$ cat src/rtl/i2cbm_pkg.sv
// ----------------------------------------------------------------------------
// I2C bit engine package
// Command codes, start status codes and the result word shared by the
// sequencer, the output stage and the top level.
// ----------------------------------------------------------------------------
package i2cbm_pkg;

   localparam logic [15:0] PHASE_TICKS_RESET = 16'd10;

   typedef enum logic [2:0] {
      MODE_NONE    = 3'd0,
      MODE_START   = 3'd1,
      MODE_STOP    = 3'd2,
      MODE_SEND    = 3'd3,
      MODE_RECV    = 3'd4,
      MODE_ACK     = 3'd5,
      MODE_NACK    = 3'd6,
      MODE_WAITACK = 3'd7
   } mode_type;

   typedef enum logic [1:0] {
      START_OK   = 2'd0,
      START_BUSY = 2'd1,
      START_ERR  = 2'd2
   } start_status_type;

   typedef struct packed {
      logic             scl_level;
      logic             sda_level;
      logic             busy_res;
      logic             done_res;
      logic [7:0]       rx_byte;
      logic             ack_seen;
      start_status_type start_status;
   } rsp_word_type;

endpackage

$ cat src/rtl/i2cbm_seq.sv
// ----------------------------------------------------------------------------
// I2C bit engine sequencer
// Holds the bus state and the phase length register; computes the next
// state and the result word for one tick.
// ----------------------------------------------------------------------------
module i2cbm_seq (
   input  logic                    clock,
   input  logic                    reset,
   input  logic                    tick,
   input  logic [2:0]              mode,
   input  logic [7:0]              tx_byte,
   input  logic                    sda_in,
   input  logic                    csr_write,
   input  logic [15:0]             csr_data,
   output i2cbm_pkg::rsp_word_type word
);

   i2cbm_pkg::mode_type         cmd_ff, cmd_in;
   logic [1:0]                  step_ff, step_in;
   logic [15:0]                 pc_ff, pc_in;
   logic [7:0]                  shift_ff, shift_in;
   logic [3:0]                  bc_ff, bc_in;
   logic                        scl_ff, scl_in;
   logic                        sda_ff, sda_in_nx;
   logic [7:0]                  rx_ff, rx_in;
   logic                        ack_ff, ack_in;
   i2cbm_pkg::start_status_type st_ff, st_in;
   logic [15:0]                 ticks_ff, ticks_in;
   logic                        done;

   // drive change at the start of a phase, returns {scl, sda}
   function automatic logic [1:0] apply_phase(i2cbm_pkg::mode_type cmd, logic [1:0] stp,
                                              logic msb, logic scl, logic sda);
      logic s, d;
      s = scl;
      d = sda;
      unique case (cmd) inside
         i2cbm_pkg::MODE_START: begin
            if (stp == 2'd0) begin
               s = 1'b1;
               d = 1'b1;
            end else d = 1'b0;
         end
         i2cbm_pkg::MODE_STOP: begin
            if (stp == 2'd0) s = 1'b0;
            else if (stp == 2'd1) d = 1'b0;
            else if (stp == 2'd2) s = 1'b1;
            else d = 1'b1;
         end
         i2cbm_pkg::MODE_SEND: begin
            if (stp == 2'd0) s = 1'b0;
            else if (stp == 2'd1) d = msb;
            else s = 1'b1;
         end
         i2cbm_pkg::MODE_RECV: s = (stp != 2'd0);
         i2cbm_pkg::MODE_ACK, i2cbm_pkg::MODE_NACK: begin
            if (stp == 2'd0) s = 1'b0;
            else if (stp == 2'd1) d = (cmd == i2cbm_pkg::MODE_NACK);
            else if (stp == 2'd2) s = 1'b1;
            else s = 1'b0;
         end
         i2cbm_pkg::MODE_WAITACK: begin
            if (stp == 2'd0) s = 1'b0;
            else if (stp == 2'd1) d = 1'b1;
            else s = 1'b1;
         end
         default: ;
      endcase
      return {s, d};
   endfunction

   always_comb begin
      logic [15:0] ticks;
      logic [3:0]  bc_inc;
      logic        fin;
      logic        adv;
      i2cbm_pkg::mode_type m;
      cmd_in    = cmd_ff;
      step_in   = step_ff;
      pc_in     = pc_ff;
      shift_in  = shift_ff;
      bc_in     = bc_ff;
      scl_in    = scl_ff;
      sda_in_nx = sda_ff;
      rx_in     = rx_ff;
      ack_in    = ack_ff;
      st_in     = st_ff;
      done      = 1'b0;
      fin       = 1'b0;
      adv       = 1'b0;
      m         = i2cbm_pkg::mode_type'(mode);
      ticks     = (ticks_ff == 16'd0) ? 16'd1 : ticks_ff;
      bc_inc    = bc_ff + 4'd1;
      if (cmd_ff == i2cbm_pkg::MODE_NONE) begin
         if (m != i2cbm_pkg::MODE_NONE) begin
            cmd_in   = m;
            step_in  = 2'd0;
            bc_in    = 4'd0;
            shift_in = (m == i2cbm_pkg::MODE_SEND) ? tx_byte : 8'd0;
            if (m == i2cbm_pkg::MODE_RECV) sda_in_nx = 1'b1;
            {scl_in, sda_in_nx} = apply_phase(m, 2'd0, shift_in[7], scl_in, sda_in_nx);
            pc_in    = 16'd1;
         end
      end else if (pc_ff < ticks) begin
         pc_in = pc_ff + 16'd1;
      end else begin
         unique case (cmd_ff) inside
            i2cbm_pkg::MODE_START: begin
               if (step_ff == 2'd0 && !sda_in) begin
                  st_in = i2cbm_pkg::START_BUSY;
                  fin   = 1'b1;
               end else if (step_ff == 2'd1 && sda_in) begin
                  st_in = i2cbm_pkg::START_ERR;
                  fin   = 1'b1;
               end else if (step_ff == 2'd2) begin
                  st_in = i2cbm_pkg::START_OK;
                  fin   = 1'b1;
               end else adv = 1'b1;
            end
            i2cbm_pkg::MODE_STOP, i2cbm_pkg::MODE_ACK, i2cbm_pkg::MODE_NACK: begin
               if (step_ff == 2'd3) fin = 1'b1;
               else adv = 1'b1;
            end
            i2cbm_pkg::MODE_SEND: begin
               if (step_ff == 2'd1) shift_in = {shift_ff[6:0], 1'b0};
               if (step_ff >= 2'd2) begin
                  bc_in = bc_inc;
                  if (bc_inc[3]) begin
                     scl_in = 1'b0;
                     fin    = 1'b1;
                  end else begin
                     step_in = 2'd0;
                     scl_in  = 1'b0;
                  end
               end else adv = 1'b1;
            end
            i2cbm_pkg::MODE_RECV: begin
               if (step_ff >= 2'd1) begin
                  shift_in = {shift_ff[6:0], sda_in};
                  bc_in    = bc_inc;
                  if (bc_inc[3]) begin
                     scl_in = 1'b0;
                     rx_in  = shift_in;
                     fin    = 1'b1;
                  end else begin
                     step_in = 2'd0;
                     scl_in  = 1'b0;
                  end
               end else adv = 1'b1;
            end
            i2cbm_pkg::MODE_WAITACK: begin
               if (step_ff >= 2'd2) begin
                  ack_in = !sda_in;
                  scl_in = 1'b0;
                  fin    = 1'b1;
               end else adv = 1'b1;
            end
            default: fin = 1'b1;
         endcase
         if (adv) begin
            step_in = step_ff + 2'd1;
            {scl_in, sda_in_nx} = apply_phase(cmd_ff, step_in, shift_in[7], scl_in, sda_in_nx);
         end
         if (fin) begin
            cmd_in  = i2cbm_pkg::MODE_NONE;
            step_in = 2'd0;
            pc_in   = 16'd0;
            done    = 1'b1;
         end else pc_in = 16'd1;
      end
   end

   assign ticks_in = csr_write ? csr_data : ticks_ff;

   always_ff @(posedge clock) begin
      if (reset) begin
         cmd_ff   <= i2cbm_pkg::MODE_NONE;
         step_ff  <= 2'd0;
         pc_ff    <= 16'd0;
         shift_ff <= 8'd0;
         bc_ff    <= 4'd0;
         scl_ff   <= 1'b1;
         sda_ff   <= 1'b1;
         rx_ff    <= 8'd0;
         ack_ff   <= 1'b0;
         st_ff    <= i2cbm_pkg::START_OK;
         ticks_ff <= i2cbm_pkg::PHASE_TICKS_RESET;
      end else begin
         ticks_ff <= ticks_in;
         if (tick) begin
            cmd_ff   <= cmd_in;
            step_ff  <= step_in;
            pc_ff    <= pc_in;
            shift_ff <= shift_in;
            bc_ff    <= bc_in;
            scl_ff   <= scl_in;
            sda_ff   <= sda_in_nx;
            rx_ff    <= rx_in;
            ack_ff   <= ack_in;
            st_ff    <= st_in;
         end
      end
   end

   always_comb begin
      word.scl_level    = scl_in;
      word.sda_level    = sda_in_nx;
      word.busy_res     = (cmd_in != i2cbm_pkg::MODE_NONE);
      word.done_res     = done;
      word.rx_byte      = rx_in;
      word.ack_seen     = ack_in;
      word.start_status = st_in;
   end

endmodule

$ cat src/rtl/i2cbm_out.sv
// ----------------------------------------------------------------------------
// I2C bit engine result register
// Holds one result word and its valid flag; stalls the input side only
// while a held word is not taken.
// ----------------------------------------------------------------------------
module i2cbm_out (
   input  logic                    clock,
   input  logic                    reset,
   input  logic                    load,
   input  i2cbm_pkg::rsp_word_type word_in,
   input  logic                    rsp_stall,
   output logic                    rsp_valid,
   output logic                    hold,
   output i2cbm_pkg::rsp_word_type word_out
);

   logic                    valid_ff, valid_in;
   i2cbm_pkg::rsp_word_type word_ff;

   assign hold     = valid_ff && rsp_stall;
   assign valid_in = load || hold;

   always_ff @(posedge clock) begin
      if (reset) valid_ff <= 1'b0;
      else valid_ff <= valid_in;
   end

   always_ff @(posedge clock) begin
      if (load) word_ff <= word_in;
   end

   assign rsp_valid = valid_ff;
   assign word_out  = word_ff;

endmodule

$ cat src/rtl/i2c_bit_level_master_unit.sv
// ----------------------------------------------------------------------------
// I2C bit level master
// Open-drain I2C master, one request word per bus tick.
//
// req_*: one word per tick (mode, tx_byte, sampled sda_in). A word is taken
//    on an edge with req_valid high and req_stall low.
// rsp_*: one result word per request word: SCL/SDA drive levels, busy,
//    done, last received byte, last ack and last start status.
// csr_*: phase length in ticks, written when csr_valid is high; csr_ready
//    is always high. A phase length of zero acts as one.
// Result: the result of a word is registered and valid on rsp_* in the
//    cycle after it is taken. Throughput: one word per cycle while req_stall
//    is low, set by the single state update of the bus sequencer.
// Stall: a held result stays on rsp_* while rsp_stall is high; req_stall is
//    raised only then, so one word per cycle flows when the output drains.
// Reset: drives released, no command running, phase length 10, status
//    fields zero, result register empty.
// ----------------------------------------------------------------------------
module i2c_bit_level_master_unit (
   input  logic        clock,
   input  logic        reset,
   input  logic        req_valid,
   output logic        req_stall,
   input  logic [2:0]  req_mode,
   input  logic [7:0]  req_tx_byte,
   input  logic        req_sda_in,
   output logic        rsp_valid,
   input  logic        rsp_stall,
   output logic        rsp_scl_level,
   output logic        rsp_sda_level,
   output logic        rsp_busy_res,
   output logic        rsp_done_res,
   output logic [7:0]  rsp_rx_byte,
   output logic        rsp_ack_seen,
   output logic [1:0]  rsp_start_status,
   input  logic        csr_valid,
   output logic        csr_ready,
   input  logic [15:0] csr_phase_ticks
);

   i2cbm_pkg::rsp_word_type next_word, out_word;
   logic                    tick;
   logic                    hold;

   assign csr_ready = 1'b1;
   assign req_stall = hold;
   assign tick      = req_valid && !hold;

   i2cbm_seq u_seq (
      .clock     (clock),
      .reset     (reset),
      .tick      (tick),
      .mode      (req_mode),
      .tx_byte   (req_tx_byte),
      .sda_in    (req_sda_in),
      .csr_write (csr_valid && csr_ready),
      .csr_data  (csr_phase_ticks),
      .word      (next_word)
   );

   i2cbm_out u_out (
      .clock     (clock),
      .reset     (reset),
      .load      (tick),
      .word_in   (next_word),
      .rsp_stall (rsp_stall),
      .rsp_valid (rsp_valid),
      .hold      (hold),
      .word_out  (out_word)
   );

   assign rsp_scl_level    = out_word.scl_level;
   assign rsp_sda_level    = out_word.sda_level;
   assign rsp_busy_res     = out_word.busy_res;
   assign rsp_done_res     = out_word.done_res;
   assign rsp_rx_byte      = out_word.rx_byte;
   assign rsp_ack_seen     = out_word.ack_seen;
   assign rsp_start_status = out_word.start_status;

   a_done_idle: assert property (@(posedge clock) disable iff (reset)
      rsp_valid && rsp_done_res |-> !rsp_busy_res)
      else $error("done reported while still busy");

   a_accept_fills: assert property (@(posedge clock) disable iff (reset)
      req_valid && !req_stall |=> rsp_valid)
      else $error("accepted word produced no result");

   a_status_code: assert property (@(posedge clock) disable iff (reset)
      rsp_valid |-> rsp_start_status <= i2cbm_pkg::START_ERR)
      else $error("start status out of range");

endmodule
$ cat config.mk
export PLATFORM = sky130hd
export DESIGN_NAME = i2c_bit_level_master_unit
export DESIGN_NICKNAME = d
export VERILOG_FILES = /design/src/rtl/i2cbm_pkg.sv /design/src/rtl/i2cbm_seq.sv /design/src/rtl/i2cbm_out.sv /design/src/rtl/i2c_bit_level_master_unit.sv
export SDC_FILE = /design/constraint.sdc
export NUM_CORES = 1
export LEC_CHECK = 0
export ABC_AREA = 1
export BUFFER_PORTS_ARGS = -buffer_cell sky130_fd_sc_hd__buf_2
export CAP_MARGIN = 20
export CORE_MARGIN = 2
export CORE_UTILIZATION = 45
export CTS_BUF_LIST = sky130_fd_sc_hd__clkbuf_16
export DETAILED_ROUTE_END_ITERATION = 16
export SLEW_MARGIN = 20
export SYNTH_ARGS = -nofsm -noshare
export SYNTH_HDL_FRONTEND = slang
export SYNTH_SLANG_ARGS = --single-unit
$ cat constraint.sdc
create_clock -name clock -period 2.4 [get_ports clock]
set_input_delay 0.24 -clock clock [delete_from_list [all_inputs] [get_ports clock]]
set_output_delay 0.24 -clock clock [all_outputs]
set_load 0.02 [all_outputs]
* After elaboration in Yosys (flattened, before gate mapping)
Index checks and enable logic that the tools add are counted.
Cells by class: add/sub/neg operators 3, multiply operators 0, div/mod/pow operators 0, order comparisons 3, equal/unequal tests 26, shift-type cells 0, muxes and demuxes 102, bitwise logic cells 0, reductions and logical operators 26
Operators with widths (count):
- 8-bit 2-to-1 mux | 11
- 16-bit 2-to-1 mux | 4
- 1-bit 2-to-1 mux | 55
- 2-bit 2-to-1 mux | 14
- 3-bit == test, second input constant | 8
- 4-bit 2-to-1 mux | 5
- 6-bit AND reduction | 3
- 16-bit by 1-bit adder with 16-bit output, second input constant | 1
- 16-bit zero test | 1
- 16-bit < comparator | 1
- 8-bit one-hot mux with 2 select lines | 1
- 1-bit one-hot mux with 5 select lines | 3
- 3-bit by 2-bit == test with 1-bit output, second input constant | 4
- 3-bit 2-to-1 mux | 4
- 5-bit by 1-bit != test with 1-bit output, second input constant | 2
- 3-bit by 1-bit != test with 1-bit output, second input constant | 3
- 3-bit nonzero test | 3
- 4-bit one-hot mux with 2 select lines | 1
- 2-bit == test, second input constant | 3
- 3-bit by 1-bit == test with 1-bit output, second input constant | 2
- 2-bit OR reduction | 3
- 6-bit OR reduction | 1
- 5-bit nonzero test | 1
- 4-bit by 1-bit adder with 4-bit output, second input constant | 1
- 18 further kinds | 25
Word-level totals: register bits 78, bits in latches 0, bits in writable memories 0, ROM bits 0, bits of input ports 33, output and inout port bits 18, logic and storage cells 180, memories 0

* Longest topological paths before layout
word-level depth 11, gate-level depth with buffers 20, depth with buffers taken out 20

* Cells and area by module
From an unflattened synthesis, not the netlist that was laid out.
Unflattened totals: cell total of the unflattened synthesis 666, area, all modules 4729.5 µm²
Modules (own cells, without submodules):
- i2cbm_seq | times used 1, cells each 642, area each 4217.8 µm², sequential area each 1241.2 µm²
- i2cbm_out | times used 1, cells each 20, area each 490.5 µm², sequential area each 470.5 µm²
- i2c_bit_level_master_unit | times used 1, cells each 4, area each 21.3 µm², sequential area each 0.0 µm²

* Worst setup path before layout
No wires, ideal clock.
path kind register to register, start point reg u_out.valid_ff, in the netlist u_out.rsp_valid, end point reg u_seq.pc_ff[15], arrival 2.041 ns, data required time 2.284 ns, slack 0.242 ns, stages on the path, launching flop included 11, path buffers 0, period minus slack after synthesis 2.158 ns, cells stage by stage dfxtp_1 nand2_1 inv_2 nor2_2 inv_2 nor2_4 inv_2 nor3_2 nand2_1 xor2_1 nor2_1
Between the ends: longest elaborated chain between the ends 4
Ends and longest elaborated chain:
- start, declared | line i2cbm_out.sv:17 | logic valid_ff, valid_in;
- start signal, assigned | line i2cbm_out.sv:25 | else valid_ff <= valid_in;
- 1-bit logical AND | line i2cbm_out.sv:20 | assign hold = valid_ff && rsp_stall;
- via req_stall | line i2c_bit_level_master_unit.sv:23 | output logic req_stall,
- 1-bit zero test | line i2c_bit_level_master_unit.sv:47 | assign tick = req_valid && !hold;
- 1-bit logical AND | line i2c_bit_level_master_unit.sv:47
- via tick | line i2c_bit_level_master_unit.sv:42 | logic tick;
- 2-bit AND reduction (no line)
- end signal, assigned | line i2cbm_seq.sv:193 | pc_ff <= pc_in;
- end, declared | line i2cbm_seq.sv:20 | logic [15:0] pc_ff, pc_in;
The timed path passes the listed nets, and every way through them passes these cells. A chain may end at the register's enable or synchronous reset.

==> metrics.txt <==
run status complete, no violations; post-CTS setup buffers 0; die outline width about 110 um; Avg Inst Size Synth around 7 um^2; power density cells ~690 mW/mm^2; number of antenna violations at the first check in global routing 0; post-synthesis cell type count between 40 and 50; Inserted Clock Buffers 9; count of mapped cells out of synthesis 653; Leakage between 2 and 2.5 nW; fill count around 1k; count of standard-cell rows 37; global-route wire length before repair 19130 um; largest fanout on the critical path 26; number of iterations in the first detailed-routing pass 4; Net Count, Synth slightly above 700; floorplan die height 105.8 um; final setup margin 214.7 ps; worst reg-to-reg setup slack between 200 and 250 ps; predominant post-synthesis flop cell dfxtp_1; net count reported at finish 763; Critical Path Start Type flop; post-cts resize count 0; non-filler instance count after layout approximately 850; Tightest Pin Transition 612.5 ps; worst-case reg-to-reg path depth 10; portion of synthesized cell area occupied by the leading cell type a little over a quarter; hold violation total from the final report 0; setup skew after layout ~8.6 ps; count of maximum capacitance violations 0; worst setup timing slack at the placement stage around 180 ps; Clk Latency, worst-skew pair 340 ps; type of the tightest min-delay check input pin to flop; Iteration-0 DRC Markers 198; hold_buf cts 0; routability-driven placement congestion ratio a little under 0.9; portion of the clock cycle consumed by the worst path in the final layout 91.05%; RSZ-0062 raised after global routing true; cell area after layout roughly 0.0054 mm^2; synth-to-layout area growth 15.15%; met1 layer wirelength in the final routing slightly below 5000 um; Post-synth EDFFs 15; met3 layer wire length in the routed design approximately 540 um; Reg2Reg Capture Point u_out.word_out[13]; kind of end point of the critical path flop; total number of vias 4345; antenna violation net count after detailed routing 0; ratio of cells with drive above 1 in the final layout approximately 17%; uppermost metal layer occupied by signal nets met4; clock tree from TritonCTS yes; maximum clock rate between 0.4 and 0.5 GHz; final sum of negative setup slack 0 ps; Clock Pin Slew Worst Setup and Hold Paths around 60 ps; DRC Markers 0; Top-Level Pins between 50 and 60; Max Transition Viols Final 0; YS warnings 0; initial standard-cell utilization of the core between 40% and 50%; worst setup path category flop to flop; max-slew headroom at the worst pin between 50% and 60%; DP Cell Count approximately 830; critical path arrival approximately 2300 ps; Final Setup Violations 0; Mapped Area around 0.0047 mm^2; hold path depth 3; met2 wire len about 5700 um; IR drop worst, VDD between 500 and 600 uV; hold wc startpoint csr_phase_ticks[1]; library cell with the largest summed area after synthesis dfxtp_1; via count of the first global-routing pass a little over 4k; placed cell areas ~0.0051 mm^2; all-layer global routing usage between 20% and 30%; number of vias per cell after detailed routing about 5.1; reg-to-reg startpoint u_seq.ticks_ff[9]; maximum level of the CTS H-tree 3; minimum clock period ~2200 ps; clock tree root buffer cell clkbuf_16; WL per Instance between 10 and 15 um; ys async rst share 0%; DP Wirelength around 8400 um; Total Wirelength roughly 11000 um; Clock Tree Buf Depth 2; ranking of synthesized cells by area dfxtp_1 27%, nand2_1 10%, edfxtp_1 9.7%; Core Footprint about 0.01 mm^2; sequential share of the synthesized area between 30% and 40%; die area approximately 0.011 mm^2; number of buffers inserted by port buffering slightly below 50; pin count of the biggest net entering global routing 31; flip-flop and latch count after synthesis around 80; worst min-delay path endpoint u_seq.ticks_ff[1]; ANT cells 0; Worst Path Required 2500 ps; Num Clock Sinks slightly below 80; global-route congestion overflow total 0
-- how the worst max path moves through the flow --
stage / end / from
3_3_place_gp: u_out.word_out[12] / u_seq.step_ff[1]
3_5_place_dp: u_out.word_out[12] / u_seq.step_ff[1]
6_report: u_out.word_out[13] / u_seq.ticks_ff[9]
5_1_grt: u_out.word_out[13] / u_seq.pc_ff[9]
2_1_floorplan: u_seq.pc_ff[15] / u_out.rsp_valid
4_1_cts: u_out.word_out[12] / u_seq.step_ff[1]
-- critical path, cell delays in order, from the launching register on --
cell      delay [ps]
dfxtp_1          330
inv_1             60
ha_1             310
a21oi_1          150
nor2_1            50
a211oi_1         180
o221a_2          320
nand2_4          200
nand2_1          120
nand3_1           80
and2_1           150
-- per-layer routing --
| metal | GRT usage (%) | up-vias |
|---|---|---|
| met5 | 0 | - |
| met4 | 6.579 | 0 |
| met3 | 5.690 | 11 |
| met2 | 39.22 | 87 |
| met1 | 24.97 | 1979 |
| li1 | - | 2268 |
-- final cells by class --
cell class                      instances  area, um^2  area share (%)
Tap cell                              136       170.2           3.167
Sequential cell                        78        1714           31.90
Inverter                               96       360.3           6.707
Clock buffer                            9       225.2           4.192
Clock inverter                          6       52.55          0.9781
Timing Repair Buffer                   65       365.4           6.800
Multi-Input combinational cell        458        2485           46.25
-- cells by family after synthesis --
| logic type | after synthesis | share of synthesized area (%) |
|---|---|---|
| adders and majority gates | 22 | 5.900 |
| muxes | 1 | 0.2413 |
| other | 1 | 0.08037 |
| and+or+nand+nor | 256 | 24.89 |
| buffers and inverters | 117 | 10.11 |
| AOI/OAI and AO/OA | 170 | 20.60 |
| DFF | 78 | 36.69 |
| xor gates and xnor gates | 8 | 1.502 |
-- where the power goes --
group          internal [mW]  total [mW]  switching, mW
logic                  0.295       0.855          0.560
registers               1.45        1.52         0.0731
clock network          0.787        1.32          0.529
total                   2.53        3.70           1.16
-- Yosys cell counts, types with 2 or more instances --
library cell,instances
a211oi_1,3
a21oi_1,55
a22o_1,2
a32o_1,6
buf_2,5
buf_4,3
buf_6,2
clkbuf_1,11
dfxtp_1,63
edfxtp_1,15
ha_1,22
inv_1,84
inv_2,11
nand2_1,130
nand2_2,9
nand2_4,2
nand3_1,23
nand3_2,3
nand3b_1,2
nand4_1,9
nor2_1,63
nor2_4,3
nor3_1,5
o211ai_1,3
o21ai_0,62
o21ai_1,25
o21ai_2,3
o21bai_1,2
xor2_1,8
-- flip-flops by register name (all words and copies together), names as in the netlist --
| register | cells |
|---|---|
| u_seq.ticks_ff | 16 |
| u_seq.step_ff | 2 |
| u_seq.rx_ff | 8 |
| u_seq.scl_ff | 1 |
| u_seq.pc_ff | 16 |
| u_out.rsp_valid | 1 |
| u_seq.ack_ff | 1 |
| u_seq.bc_ff | 4 |
| u_seq.shift_ff | 8 |
| u_seq.sda_ff | 1 |
| u_out.word_out | 15 |
| u_seq.cmd_ff | 3 |
| u_seq.st_ff | 2 |
-- cell usage in the layout (no fill, tap or decap), drive strengths merged --
| master | count |
|---|---|
| o2111ai | 1 |
| a31o | 1 |
| bufinv | 1 |
| a21boi | 2 |
| o211ai | 3 |
| a22o | 2 |
| a41oi | 1 |
| nand2 | 141 |
| conb | 1 |
| and2 | 1 |
| a211oi | 3 |
| a21oi | 56 |
| edfxtp | 15 |
| or2 | 1 |
| nor3 | 7 |
| a32o | 6 |
| nand4 | 9 |
| o21ai | 90 |
| xor2 | 8 |
| clkinv | 5 |
| buf | 65 |
| nand3 | 27 |
| nor2 | 68 |
| o221a | 1 |
| dfxtp | 63 |
| nand3b | 2 |
| o21bai | 2 |
| inv | 96 |
| o22ai | 1 |
| ha | 22 |
| clkbuf | 9 |
| a22oi | 1 |
| mux2 | 1 |
-- stage by stage --
stage / total power, mW / hold WS [ps] / util (%)
after floorplan: 2.165 / 351.1 / -
after global placement: 2.392 / 456.8 / 49.98
after detailed placement: 2.406 / 468.0 / 49.98
after CTS: 3.738 / 104.0 / 52.70
after global routing: 3.924 / 120.4 / 52.75
final: 3.696 / 110.8 / 52.75
(Power assumes the default switching activity.)
